### src/hw/rtl/trl_pkg.sv
// Shared types, constants and result builders for the tape record loader.
// No dependencies; every other RTL file imports this package.
`default_nettype none

package trl_pkg;

  localparam int MAX_PAYLOAD   = 1024;
  localparam int POS_W         = 11;
  localparam int SUM_W         = 8;
  localparam int BYTE_W        = 8;
  localparam int ADDR_W        = 16;
  localparam int NAME_W        = 48;
  localparam int REM_W         = 17;
  localparam int STATUS_W      = 2;
  localparam int CFG_IDX_W     = 1;
  localparam int CFG_DATA_W    = NAME_W;
  localparam int FIFO_DEPTH    = 4;
  localparam int FIFO_PTR_W    = $clog2(FIFO_DEPTH);
  localparam int FIFO_CNT_W    = $clog2(FIFO_DEPTH + 1);

  localparam logic [BYTE_W-1:0] SYNC_BYTE = 8'h55;
  localparam int HEADER_LEN      = 13;
  localparam int HEADER_SUM_LAST = 10;

  localparam logic [POS_W-1:0] POS_HDR_LEN   = POS_W'(HEADER_LEN);
  localparam logic [POS_W-1:0] POS_HDR_LAST  = POS_W'(HEADER_LEN - 1);
  localparam logic [POS_W-1:0] POS_SUM_LAST  = POS_W'(HEADER_SUM_LAST);
  localparam logic [POS_W-1:0] POS_PAY_FIRST = POS_W'(3);
  localparam logic [POS_W-1:0] POS_PAY_LAST  = POS_W'(MAX_PAYLOAD + 2);
  localparam logic [POS_W-1:0] POS_MAX       = {POS_W{1'b1}};

  localparam logic KIND_WRITE  = 1'b0;
  localparam logic KIND_STATUS = 1'b1;

  localparam logic [STATUS_W-1:0] ST_RECORD_OK    = 2'd0;
  localparam logic [STATUS_W-1:0] ST_FILE_DONE    = 2'd1;
  localparam logic [STATUS_W-1:0] ST_FORMAT_ERR   = 2'd2;
  localparam logic [STATUS_W-1:0] ST_CHECKSUM_ERR = 2'd3;

  localparam logic [CFG_IDX_W-1:0] CFG_MATCH_ANY   = 1'd0;
  localparam logic [CFG_IDX_W-1:0] CFG_WANTED_NAME = 1'd1;

  typedef struct packed {
    logic                   kind;
    logic [ADDR_W-1:0]      write_address;
    logic [BYTE_W-1:0]      write_data;
    logic [STATUS_W-1:0]    status;
    logic [NAME_W-1:0]      found_name;
    logic                   last;
  } result_t;

  typedef struct packed {
    logic    first_valid;
    logic    second_valid;
    result_t first;
    result_t second;
  } res_push_t;

  typedef struct packed {
    logic                  we;
    logic [CFG_IDX_W-1:0]  index;
    logic [CFG_DATA_W-1:0] wdata;
  } cfg_write_t;

  function automatic result_t make_write(input logic [ADDR_W-1:0] addr,
                                         input logic [BYTE_W-1:0] data,
                                         input logic              is_last);
    result_t r;
    r               = '0;
    r.kind          = KIND_WRITE;
    r.write_address = addr;
    r.write_data    = data;
    r.last          = is_last;
    return r;
  endfunction

  function automatic result_t make_status(input logic [STATUS_W-1:0] st,
                                          input logic [NAME_W-1:0]   nm,
                                          input logic                is_last);
    result_t r;
    r            = '0;
    r.kind       = KIND_STATUS;
    r.status     = st;
    r.found_name = nm;
    r.last       = is_last;
    return r;
  endfunction

endpackage

`default_nettype wire

### src/hw/rtl/trl_if.sv
// Valid/ready channel interfaces for tape bytes in and results out.
// Depends on trl_pkg for field widths.
`default_nettype none

interface trl_in_if ();
  import trl_pkg::*;
  logic              valid;
  logic              ready;
  logic [BYTE_W-1:0] tape_byte;
  logic              end_of_record;
  modport source (output valid, tape_byte, end_of_record, input ready);
  modport sink   (input valid, tape_byte, end_of_record, output ready);
endinterface

interface trl_out_if ();
  import trl_pkg::*;
  logic                valid;
  logic                ready;
  logic                kind;
  logic [ADDR_W-1:0]   write_address;
  logic [BYTE_W-1:0]   write_data;
  logic [STATUS_W-1:0] status;
  logic [NAME_W-1:0]   found_name;
  logic                last;
  modport source (output valid, kind, write_address, write_data, status, found_name, last,
                  input ready);
  modport sink   (input valid, kind, write_address, write_data, status, found_name, last,
                  output ready);
endinterface

`default_nettype wire

### src/hw/rtl/trl_deframer.sv
// Record deframer: header/data parsing, checksum, write generation, config registers.
// Depends on trl_pkg.
`default_nettype none

module trl_deframer (
  input  logic                      clk,
  input  logic                      rst_n,
  input  trl_pkg::cfg_write_t       cfg,
  input  logic                      fire,
  input  logic [7:0]                in_byte,
  input  logic                      in_eor,
  output trl_pkg::res_push_t        push
);
  import trl_pkg::*;

  logic                match_any_r;
  logic [NAME_W-1:0]   wanted_name_r;

  logic                phase_r, phase_nxt;
  logic [POS_W-1:0]    pos_r, pos_nxt;
  logic [SUM_W-1:0]    sum_r, sum_nxt;
  logic [BYTE_W-1:0]   prev_r, prev_nxt;
  logic [BYTE_W-1:0]   prev2_r, prev2_nxt;
  logic [NAME_W-1:0]   name_r, name_nxt;
  logic [ADDR_W-1:0]   start_r, start_nxt;
  logic [ADDR_W-1:0]   end_r, end_nxt;
  logic [REM_W-1:0]    rem_r, rem_nxt;
  logic [ADDR_W-1:0]   addr_r, addr_nxt;
  logic                sel_r, sel_nxt;
  logic                fault_r, fault_nxt;

  logic                fault;
  logic [STATUS_W-1:0] st;
  logic [NAME_W-1:0]   nm;
  logic                wr;

  always_ff @(posedge clk) begin
    if (!rst_n) begin
      match_any_r   <= 1'b1;
      wanted_name_r <= '0;
    end else if (cfg.we) begin
      unique case (cfg.index)
        CFG_MATCH_ANY:   match_any_r   <= cfg.wdata[0];
        CFG_WANTED_NAME: wanted_name_r <= cfg.wdata[NAME_W-1:0];
        default: ;
      endcase
    end
  end

  always_comb begin
    phase_nxt = phase_r;
    pos_nxt   = pos_r;
    sum_nxt   = sum_r;
    prev_nxt  = prev_r;
    prev2_nxt = prev2_r;
    name_nxt  = name_r;
    start_nxt = start_r;
    end_nxt   = end_r;
    rem_nxt   = rem_r;
    addr_nxt  = addr_r;
    sel_nxt   = sel_r;
    fault_nxt = fault_r;
    fault     = fault_r;
    st        = ST_RECORD_OK;
    nm        = '0;
    wr        = 1'b0;
    push      = '0;
    if (fire) begin
      if (pos_r == '0 && in_byte != SYNC_BYTE) fault = 1'b1;
      if (!phase_r) begin
        if (pos_r >= POS_HDR_LEN) fault = 1'b1;
        if (pos_r >= POS_W'(1) && pos_r <= POS_W'(6)) begin
          name_nxt = {name_r[NAME_W-9:0], in_byte};
        end else if (pos_r == POS_W'(7) || pos_r == POS_W'(8)) begin
          start_nxt = {start_r[7:0], in_byte};
        end else if (pos_r == POS_W'(9) || pos_r == POS_W'(10)) begin
          end_nxt = {end_r[7:0], in_byte};
        end
        if (pos_r >= POS_W'(1) && pos_r <= POS_SUM_LAST) sum_nxt = sum_r + in_byte;
        if (in_eor) begin
          if (fault || pos_r != POS_HDR_LAST || in_byte != '0) begin
            st = ST_FORMAT_ERR;
          end else if (prev_r != sum_nxt) begin
            st = ST_CHECKSUM_ERR;
          end else if (start_nxt > end_nxt) begin
            st = ST_FORMAT_ERR;
          end else begin
            phase_nxt = 1'b1;
            rem_nxt   = {1'b0, end_nxt} - {1'b0, start_nxt} + REM_W'(1);
            addr_nxt  = start_nxt;
            sel_nxt   = match_any_r || (name_nxt == wanted_name_r);
          end
          push.first_valid = 1'b1;
          push.first       = make_status(st, '0, 1'b1);
        end
      end else begin
        if (pos_r > POS_PAY_LAST) fault = 1'b1;
        if (pos_r >= POS_PAY_FIRST && pos_r <= POS_PAY_LAST) begin
          sum_nxt = sum_r + prev2_r;
          if (rem_r != '0) rem_nxt = rem_r - REM_W'(1);
          if (sel_r) begin
            wr               = 1'b1;
            push.first_valid = 1'b1;
            push.first       = make_write(addr_r, prev2_r, !in_eor);
            addr_nxt         = addr_r + ADDR_W'(1);
          end
        end
        if (in_eor) begin
          if (fault || pos_r < POS_W'(2) || in_byte != '0) begin
            st        = ST_FORMAT_ERR;
            phase_nxt = 1'b0;
          end else if (prev_r != sum_nxt) begin
            st        = ST_CHECKSUM_ERR;
            phase_nxt = 1'b0;
          end else if (rem_nxt == '0) begin
            phase_nxt = 1'b0;
            if (sel_r) begin
              st = ST_FILE_DONE;
              nm = name_r;
            end
          end
          if (wr) begin
            push.second_valid = 1'b1;
            push.second       = make_status(st, nm, 1'b1);
          end else begin
            push.first_valid = 1'b1;
            push.first       = make_status(st, nm, 1'b1);
          end
        end
      end
      if (in_eor) begin
        pos_nxt   = '0;
        sum_nxt   = '0;
        prev_nxt  = '0;
        prev2_nxt = '0;
        fault_nxt = 1'b0;
      end else begin
        prev2_nxt = prev_r;
        prev_nxt  = in_byte;
        fault_nxt = fault;
        if (pos_r != POS_MAX) pos_nxt = pos_r + POS_W'(1);
      end
    end
  end

  always_ff @(posedge clk) begin
    if (!rst_n) begin
      phase_r <= 1'b0;
      pos_r   <= '0;
      sum_r   <= '0;
      prev_r  <= '0;
      prev2_r <= '0;
      name_r  <= '0;
      start_r <= '0;
      end_r   <= '0;
      rem_r   <= '0;
      addr_r  <= '0;
      sel_r   <= 1'b0;
      fault_r <= 1'b0;
    end else begin
      phase_r <= phase_nxt;
      pos_r   <= pos_nxt;
      sum_r   <= sum_nxt;
      prev_r  <= prev_nxt;
      prev2_r <= prev2_nxt;
      name_r  <= name_nxt;
      start_r <= start_nxt;
      end_r   <= end_nxt;
      rem_r   <= rem_nxt;
      addr_r  <= addr_nxt;
      sel_r   <= sel_nxt;
      fault_r <= fault_nxt;
    end
  end

  a_pair_order: assert property (@(posedge clk) disable iff (!rst_n)
    push.second_valid |-> push.first_valid && push.first.kind == KIND_WRITE &&
                          !push.first.last && push.second.kind == KIND_STATUS)
    else $error("two results in one transfer must be write then status");

  a_write_in_data: assert property (@(posedge clk) disable iff (!rst_n)
    push.first_valid && push.first.kind == KIND_WRITE |-> phase_r && sel_r)
    else $error("write issued outside a selected data record");

  a_eor_clears: assert property (@(posedge clk) disable iff (!rst_n)
    fire && in_eor |=> pos_r == '0 && sum_r == '0 && !fault_r)
    else $error("record state not cleared after end of record");

endmodule

`default_nettype wire

### src/hw/rtl/trl_result_fifo.sv
// Result queue: takes up to two results per cycle, hands out one per transfer.
// Depends on trl_pkg.
`default_nettype none

module trl_result_fifo (
  input  logic                 clk,
  input  logic                 rst_n,
  input  trl_pkg::res_push_t   push,
  output logic                 room,
  output logic                 head_valid,
  output trl_pkg::result_t     head,
  input  logic                 pop
);
  import trl_pkg::*;

  result_t                 mem [FIFO_DEPTH];
  logic [FIFO_PTR_W-1:0]   wr_r, wr_nxt;
  logic [FIFO_PTR_W-1:0]   rd_r, rd_nxt;
  logic [FIFO_CNT_W-1:0]   count_r, count_nxt;
  logic [FIFO_CNT_W-1:0]   n_push;
  logic                    do_pop;

  assign head_valid = count_r != '0;
  assign head       = mem[rd_r];
  assign room       = count_r <= FIFO_CNT_W'(FIFO_DEPTH - 2);
  assign do_pop     = pop && head_valid;
  assign n_push     = FIFO_CNT_W'(push.first_valid) + FIFO_CNT_W'(push.second_valid);

  always_comb begin
    wr_nxt    = wr_r + n_push[FIFO_PTR_W-1:0];
    rd_nxt    = rd_r + FIFO_PTR_W'(do_pop);
    count_nxt = count_r + n_push - FIFO_CNT_W'(do_pop);
  end

  always_ff @(posedge clk) begin
    if (push.first_valid) mem[wr_r] <= push.first;
    if (push.second_valid) mem[wr_r + FIFO_PTR_W'(1)] <= push.second;
  end

  always_ff @(posedge clk) begin
    if (!rst_n) begin
      wr_r    <= '0;
      rd_r    <= '0;
      count_r <= '0;
    end else begin
      wr_r    <= wr_nxt;
      rd_r    <= rd_nxt;
      count_r <= count_nxt;
    end
  end

  a_count_bound: assert property (@(posedge clk) disable iff (!rst_n)
    count_r <= FIFO_CNT_W'(FIFO_DEPTH))
    else $error("result queue overflow");

  a_push_room: assert property (@(posedge clk) disable iff (!rst_n)
    push.first_valid |-> room)
    else $error("push into result queue without room");

  a_ptr_track: assert property (@(posedge clk) disable iff (!rst_n)
    wr_r == rd_r + count_r[FIFO_PTR_W-1:0])
    else $error("result queue pointers disagree with count");

endmodule

`default_nettype wire

### src/hw/rtl/tape_record_loader_core.sv
// A byte taken from in_ch is held in the input register; when it fires, its results are
// written into the result queue. Throughput: one byte per cycle while the queue has room;
// a byte that closes a data record with a write gives two results, and the output port moves
// one result per cycle while out_ch.ready is high, through a 4-entry queue. Reset:
// synchronous active-low rst_n clears record state and the queue, and sets match_any to 1 and
// wanted_name to 0. Depends on trl_pkg, trl_if, trl_deframer, trl_result_fifo.
`default_nettype none

module tape_record_loader_core (
  input  logic                               clk,
  input  logic                               rst_n,
  trl_in_if.sink                             in_ch,
  trl_out_if.source                          out_ch,
  input  logic                               cfg_we,
  input  logic [trl_pkg::CFG_IDX_W-1:0]      cfg_index,
  input  logic [trl_pkg::CFG_DATA_W-1:0]     cfg_wdata
);
  import trl_pkg::*;

  logic              s_valid_r;
  logic [BYTE_W-1:0] s_byte_r;
  logic              s_eor_r;
  logic              fire;
  logic              room;
  logic              head_valid;
  result_t           head;
  res_push_t         push;
  cfg_write_t        cfg;

  assign cfg.we    = cfg_we;
  assign cfg.index = cfg_index;
  assign cfg.wdata = cfg_wdata;

  assign fire        = s_valid_r && room;
  assign in_ch.ready = !s_valid_r || fire;

  always_ff @(posedge clk) begin
    if (!rst_n) begin
      s_valid_r <= 1'b0;
    end else if (in_ch.ready) begin
      s_valid_r <= in_ch.valid;
    end
  end

  always_ff @(posedge clk) begin
    if (in_ch.valid && in_ch.ready) begin
      s_byte_r <= in_ch.tape_byte;
      s_eor_r  <= in_ch.end_of_record;
    end
  end

  trl_deframer u_deframer (
    .clk     (clk),
    .rst_n   (rst_n),
    .cfg     (cfg),
    .fire    (fire),
    .in_byte (s_byte_r),
    .in_eor  (s_eor_r),
    .push    (push)
  );

  trl_result_fifo u_fifo (
    .clk        (clk),
    .rst_n      (rst_n),
    .push       (push),
    .room       (room),
    .head_valid (head_valid),
    .head       (head),
    .pop        (out_ch.ready)
  );

  assign out_ch.valid         = head_valid;
  assign out_ch.kind          = head.kind;
  assign out_ch.write_address = head.write_address;
  assign out_ch.write_data    = head.write_data;
  assign out_ch.status        = head.status;
  assign out_ch.found_name    = head.found_name;
  assign out_ch.last          = head.last;

endmodule

`default_nettype wire
### src/flat_wrapper.sv
// flat-port wrapper written by rule: the top's interface ports become plain ports
module tape_record_loader_core_flat import trl_pkg::*;
  (clk, rst_n, cfg_we, cfg_index, cfg_wdata, in_ch_valid, in_ch_tape_byte, in_ch_end_of_record, in_ch_ready, out_ch_valid, out_ch_kind, out_ch_write_address, out_ch_write_data, out_ch_status, out_ch_found_name, out_ch_last, out_ch_ready);
  trl_in_if in_ch_i ();
  trl_out_if out_ch_i ();
  input  logic clk;
  input  logic rst_n;
  input  logic cfg_we;
  input  logic [trl_pkg::CFG_IDX_W-1:0] cfg_index;
  input  logic [trl_pkg::CFG_DATA_W-1:0] cfg_wdata;
  input wire logic [$bits(in_ch_i.valid)-1:0] in_ch_valid;
  input wire logic [$bits(in_ch_i.tape_byte)-1:0] in_ch_tape_byte;
  input wire logic [$bits(in_ch_i.end_of_record)-1:0] in_ch_end_of_record;
  output wire logic [$bits(in_ch_i.ready)-1:0] in_ch_ready;
  output wire logic [$bits(out_ch_i.valid)-1:0] out_ch_valid;
  output wire logic [$bits(out_ch_i.kind)-1:0] out_ch_kind;
  output wire logic [$bits(out_ch_i.write_address)-1:0] out_ch_write_address;
  output wire logic [$bits(out_ch_i.write_data)-1:0] out_ch_write_data;
  output wire logic [$bits(out_ch_i.status)-1:0] out_ch_status;
  output wire logic [$bits(out_ch_i.found_name)-1:0] out_ch_found_name;
  output wire logic [$bits(out_ch_i.last)-1:0] out_ch_last;
  input wire logic [$bits(out_ch_i.ready)-1:0] out_ch_ready;
  assign in_ch_i.valid = in_ch_valid;
  assign in_ch_i.tape_byte = in_ch_tape_byte;
  assign in_ch_i.end_of_record = in_ch_end_of_record;
  assign in_ch_ready = in_ch_i.ready;
  assign out_ch_valid = out_ch_i.valid;
  assign out_ch_kind = out_ch_i.kind;
  assign out_ch_write_address = out_ch_i.write_address;
  assign out_ch_write_data = out_ch_i.write_data;
  assign out_ch_status = out_ch_i.status;
  assign out_ch_found_name = out_ch_i.found_name;
  assign out_ch_last = out_ch_i.last;
  assign out_ch_i.ready = out_ch_ready;
  tape_record_loader_core u_core (.clk(clk), .rst_n(rst_n), .in_ch(in_ch_i), .out_ch(out_ch_i), .cfg_we(cfg_we), .cfg_index(cfg_index), .cfg_wdata(cfg_wdata));
endmodule
### config.mk
export PLATFORM = sky130hd
export DESIGN_NAME = tape_record_loader_core_flat
export DESIGN_NICKNAME = d
export VERILOG_FILES = /design/src/hw/rtl/trl_pkg.sv /design/src/hw/rtl/trl_if.sv /design/src/hw/rtl/trl_deframer.sv /design/src/hw/rtl/trl_result_fifo.sv /design/src/hw/rtl/tape_record_loader_core.sv /design/src/flat_wrapper.sv
export SDC_FILE = /design/constraint.sdc
export NUM_CORES = 1
export LEC_CHECK = 0
export BUFFER_PORTS_ARGS = -buffer_cell sky130_fd_sc_hd__clkbuf_2
export CORE_AREA = 4 4 260 262
export DETAILED_ROUTE_END_ITERATION = 16
export DIE_AREA = 0 0 264 266
export GPL_ROUTABILITY_DRIVEN = 0
export SKIP_CTS_REPAIR_TIMING = 1
export SLEW_MARGIN = 25
export SYNTH_ARGS = -nofsm -noshare
export SYNTH_HDL_FRONTEND = slang
export SYNTH_SLANG_ARGS = --single-unit
### constraint.sdc
create_clock -name clk -period 7 [get_ports clk]
set_clock_uncertainty 0.15 [all_clocks]
set_input_delay 1.75 -clock clk [delete_from_list [all_inputs] [get_ports clk]]
set_output_delay 1.75 -clock clk [all_outputs]
set_load 0.005 [all_outputs]
==> out/qor.yml <==
yosys:
  netlist_instances: 2513
  yosys-top-cells-area: "edfxtp_1, dfxtp_1, mux4_2"
  synth_seq_cells: 521
  synth_cell_types: 85
  yosysTopAreaCellShare: 0.251
  avgSynthCellArea_um2: 10.3
  synth_top_area_cell: "edfxtp_1"
  synth_edf_count: 217
  synth-main-ff-cell: "dfxtp_1"
  ys_warn_count: 0
  synth_most_common_cell: "dfxtp_1"
  synth_nets: 2653
  yosysSeqAreaShare: 0.485
  synthArstFlopShare: 0
  syn-cell-area_um2: 26000
  yosys-top-cells-count: "dfxtp_1, nand2_1, edfxtp_1"
detailed_routing:
  dr.pass1.iters: 5
  highest_layer: "met4"
  drt_wl_total_um: 73900
  wl_per_cell_um: 21.2
  antenna_left: 0
  route.met3.wl_um: 4190
  drt_iter0_drc: 1855
  met1_length_um: 31400
  drc: 0
  via_count: 19587
  viasPerCell: 5.62
  met2_length_um: 36700
power:
  pwr_density_cell_nw_per_um2: 275
  p_leak_nw: 10.9
  max-vdd-ir-drop_uv: 226
global_routing:
  grt_pass1_vias: 19385
  grtUsageTotal: 0.204
  antenna_found_initial: 4
  grt_start_max_net_pins: 79
  grt_pass1_wl_um: 114000
  overflow: 0
floorplan:
  start_util: 0.397
  die_w_um: 264
  coreArea_um2: 65400
  die_h_um: 266
  design.die.area_um2: 70200
  rows: 94
  pin_count: 141
critical_path:
  cp_num_cells: 23
  rr_endpoint: "u_core.u_deframer.rem_r[15]"
  cp_slowest_cell: "nand2_1"
  r2r_start: "u_core.u_deframer.pos_r[0]"
  r2r_cells: 23
  r2r_setup_slack_ps: 1000
  cp_common_cell: "inv_1"
  crit_chain: "inv_1 -> ha_1 -> nor3b_1 -> nand3b_1 -> o21ai_0 -> nand2_1 -> mux2i_1 -> inv_1 -> ha_1 -> inv_1 -> ha_1 -> inv_1 -> fa_1 -> o21bai_1 -> a22oi_1 -> o21ai_0 -> o41ai_1 -> o2111ai_1 -> a21o_1 -> a21oi_1 -> mux2i_1 -> o31ai_1 -> a211oi_1"
  slowest_delay_ps: 560
  crit_required_ps: 7360
  arrival_ps: 6360
  path_max_fanout: 18
  critPathLaunch: "u_core.u_deframer.pos_r[0]"
  crit_path_end_kind: "flop"
  start_kind: "flop"
  path_buf_inv: 4
  path_delay_family: "compound AO/OA/AOI/OAI gates"
  critical_path_class: "reg -> reg"
sta:
  finalMaxSlewViolations: 0
  period_share: 0.857
  fmax_mhz: 167
  min_period_ps: 6000
  timing.hold.ws_ps: 319
  hold_violations: 0
  worstMarginPinSlew_ps: 1000
  final-setup-viol-count: 0
  rsz0062_at_grt: "no"
  finalSetupTns_ps: 0
  fin_ws_ps: 1000
  maxSlewHeadroom: 0.325
clock_tree:
  root_buffer: "clkbuf_16"
  tritoncts: "yes"
  clockBufferDepth: 3
  clkSlewWorstSetupHoldPaths_ps: 60
  clk_latency_ps: 630
  cts_num_sinks: 521
  cts_buffers: 54
  cts_max_level: 2
job:
  maxCapViolCount: 0
final_layout:
  stdcell_area_um2: 29300
  layout.cells.non_filler: 3485
  fillerInstances: 6150
  area_growth_pct: 12.7
  drive_above_1_share: 0.144
  final_net_count: 2715
hold_path:
  whs_endpoint: "u_core.u_deframer.wanted_name_r[38]"
  min-delay-path-class: "reg -> reg"
  hold_depth: 2
  holdCritStartpoint: "u_core.u_deframer.wanted_name_r[38]"
outcome:
  status: "finished, final reports clean"
placement:
  dp_slack_ps: 1140
  dp_hpwl_um: 47400
  dpl-instance-area_um2: 27400
  port_buffers: 140
  dpl.cell_count: 3383
[flip-flops by register name (all words and copies together), names as in the netlist]
name	flops
u_core.u_deframer.wanted_name_r	48
u_core.u_fifo.wr_r	2
u_core.u_deframer.prev2_r	8
u_core.u_deframer.pos_r	11
u_core.u_deframer.end_r	16
u_core.s_valid_r	1
u_core.s_byte_r	8
u_core.u_deframer.match_any_r	1
u_core.u_deframer.name_r	48
u_core.u_deframer.sum_r	8
u_core.u_fifo.rd_r	2
u_core.u_deframer.prev_r	8
u_core.u_fifo.count_r	3
u_core.u_deframer.phase_r	1
u_core.s_eor_r	1
u_core.u_deframer.fault_r	1
u_core.u_deframer.start_r	16
u_core.u_deframer.rem_r	17
u_core.u_deframer.sel_r	1
u_core.u_fifo.mem	304
u_core.u_deframer.addr_r	16
[layout by cell type (no fill, tap or decap), drive strengths merged, types with 6 or more instances in the layout]
master	netlist	layout
a2111oi	10	10
a211oi	43	43
a21o	6	6
a21oi	188	188
a22o	97	97
a22oi	12	12
a31oi	12	12
and2	207	207
and3	22	22
buf	33	36
clkbuf	137	221
clkinv	1	14
dfxtp	304	304
edfxtp	217	217
ha	73	73
inv	78	80
mux2i	71	71
mux4	76	76
nand2	301	301
nand2b	11	11
nand3	27	27
nand3b	18	18
nand4	27	27
nor2	164	164
nor2b	10	10
nor3	42	42
nor3b	11	11
nor4	18	18
o21a	6	6
o21ai	72	72
o21bai	6	6
o221ai	6	6
o22ai	11	11
or3	13	13
or4	11	11
xnor2	67	67
xor2	44	44
[metal layers]
| layer | track usage | up-vias |
|---|---|---|
| met1 | 0.269 | 9700 |
| met5 | 0 | - |
| met3 | 0.0285 | 114 |
| met4 | 0.0515 | 0 |
| li1 | - | 9167 |
| met2 | 0.354 | 606 |
[final cells by class]
| class | instances | area [µm²] | share of cell area |
|---|---|---|---|
| inverters | 79 | 302 | 0.0103 |
| diodes | 1 | 2.50 | 0.0000855 |
| clock inverters | 20 | 223 | 0.00761 |
| flip-flops and latches | 521 | 12600 | 0.431 |
| repair buffers | 176 | 996 | 0.0340 |
| well taps | 864 | 1080 | 0.0369 |
| multi-input cells | 1743 | 12400 | 0.424 |
| clock buffers | 81 | 1640 | 0.0560 |
[power breakdown]
part | switching [mW] | internal [mW]
sequential | 0.106 | 3.25
combinational | 0.962 | 0.744
clock | 1.25 | 1.74
[how the worst max path moves through the flow]
| stage | to | slack (ps) |
|---|---|---|
| detailed placement | u_core.u_deframer.rem_r[15] | 1140 |
| global placement | u_core.u_deframer.rem_r[15] | 1360 |
| floorplan | u_core.u_deframer.rem_r[15] | 1370 |
| finish | u_core.u_deframer.rem_r[15] | 1000 |
| global route | u_core.u_deframer.rem_r[15] | 520 |
| CTS | u_core.u_deframer.rem_r[15] | 1020 |
[cells by family (layout without fill, tap and decap cells)]
| group | after synthesis | in the layout | share of synthesized area |
|---|---|---|---|
| buffers and inverters | 249 | 356 | 0.0392 |
| xor gates and xnor gates | 113 | 113 | 0.0392 |
| adders and majority gates | 78 | 78 | 0.0387 |
| DFF | 521 | 521 | 0.485 |
| and+or+nand+nor | 893 | 893 | 0.173 |
| muxes | 149 | 149 | 0.0942 |
| other | 0 | 1 | 0 |
| AOI/OAI and AO/OA | 510 | 510 | 0.131 |
[stage by stage]
| stage | power [mW] | utilization |
|---|---|---|
| 3_3_place_gp | 5.12 | 0.419 |
| 6_report | 8.05 | 0.447 |
| 5_1_grt | 8.42 | 0.447 |
| 3_5_place_dp | 5.14 | 0.419 |
| 4_1_cts | 8.13 | 0.447 |
| 2_1_floorplan | 4.58 | - |
[worst min-delay path, cell delays in order (launching register included)]
cell	delay (ps)
dfxtp_1	320
nand2_1	50
a21oi_1	50
(Power assumes the default switching activity.)
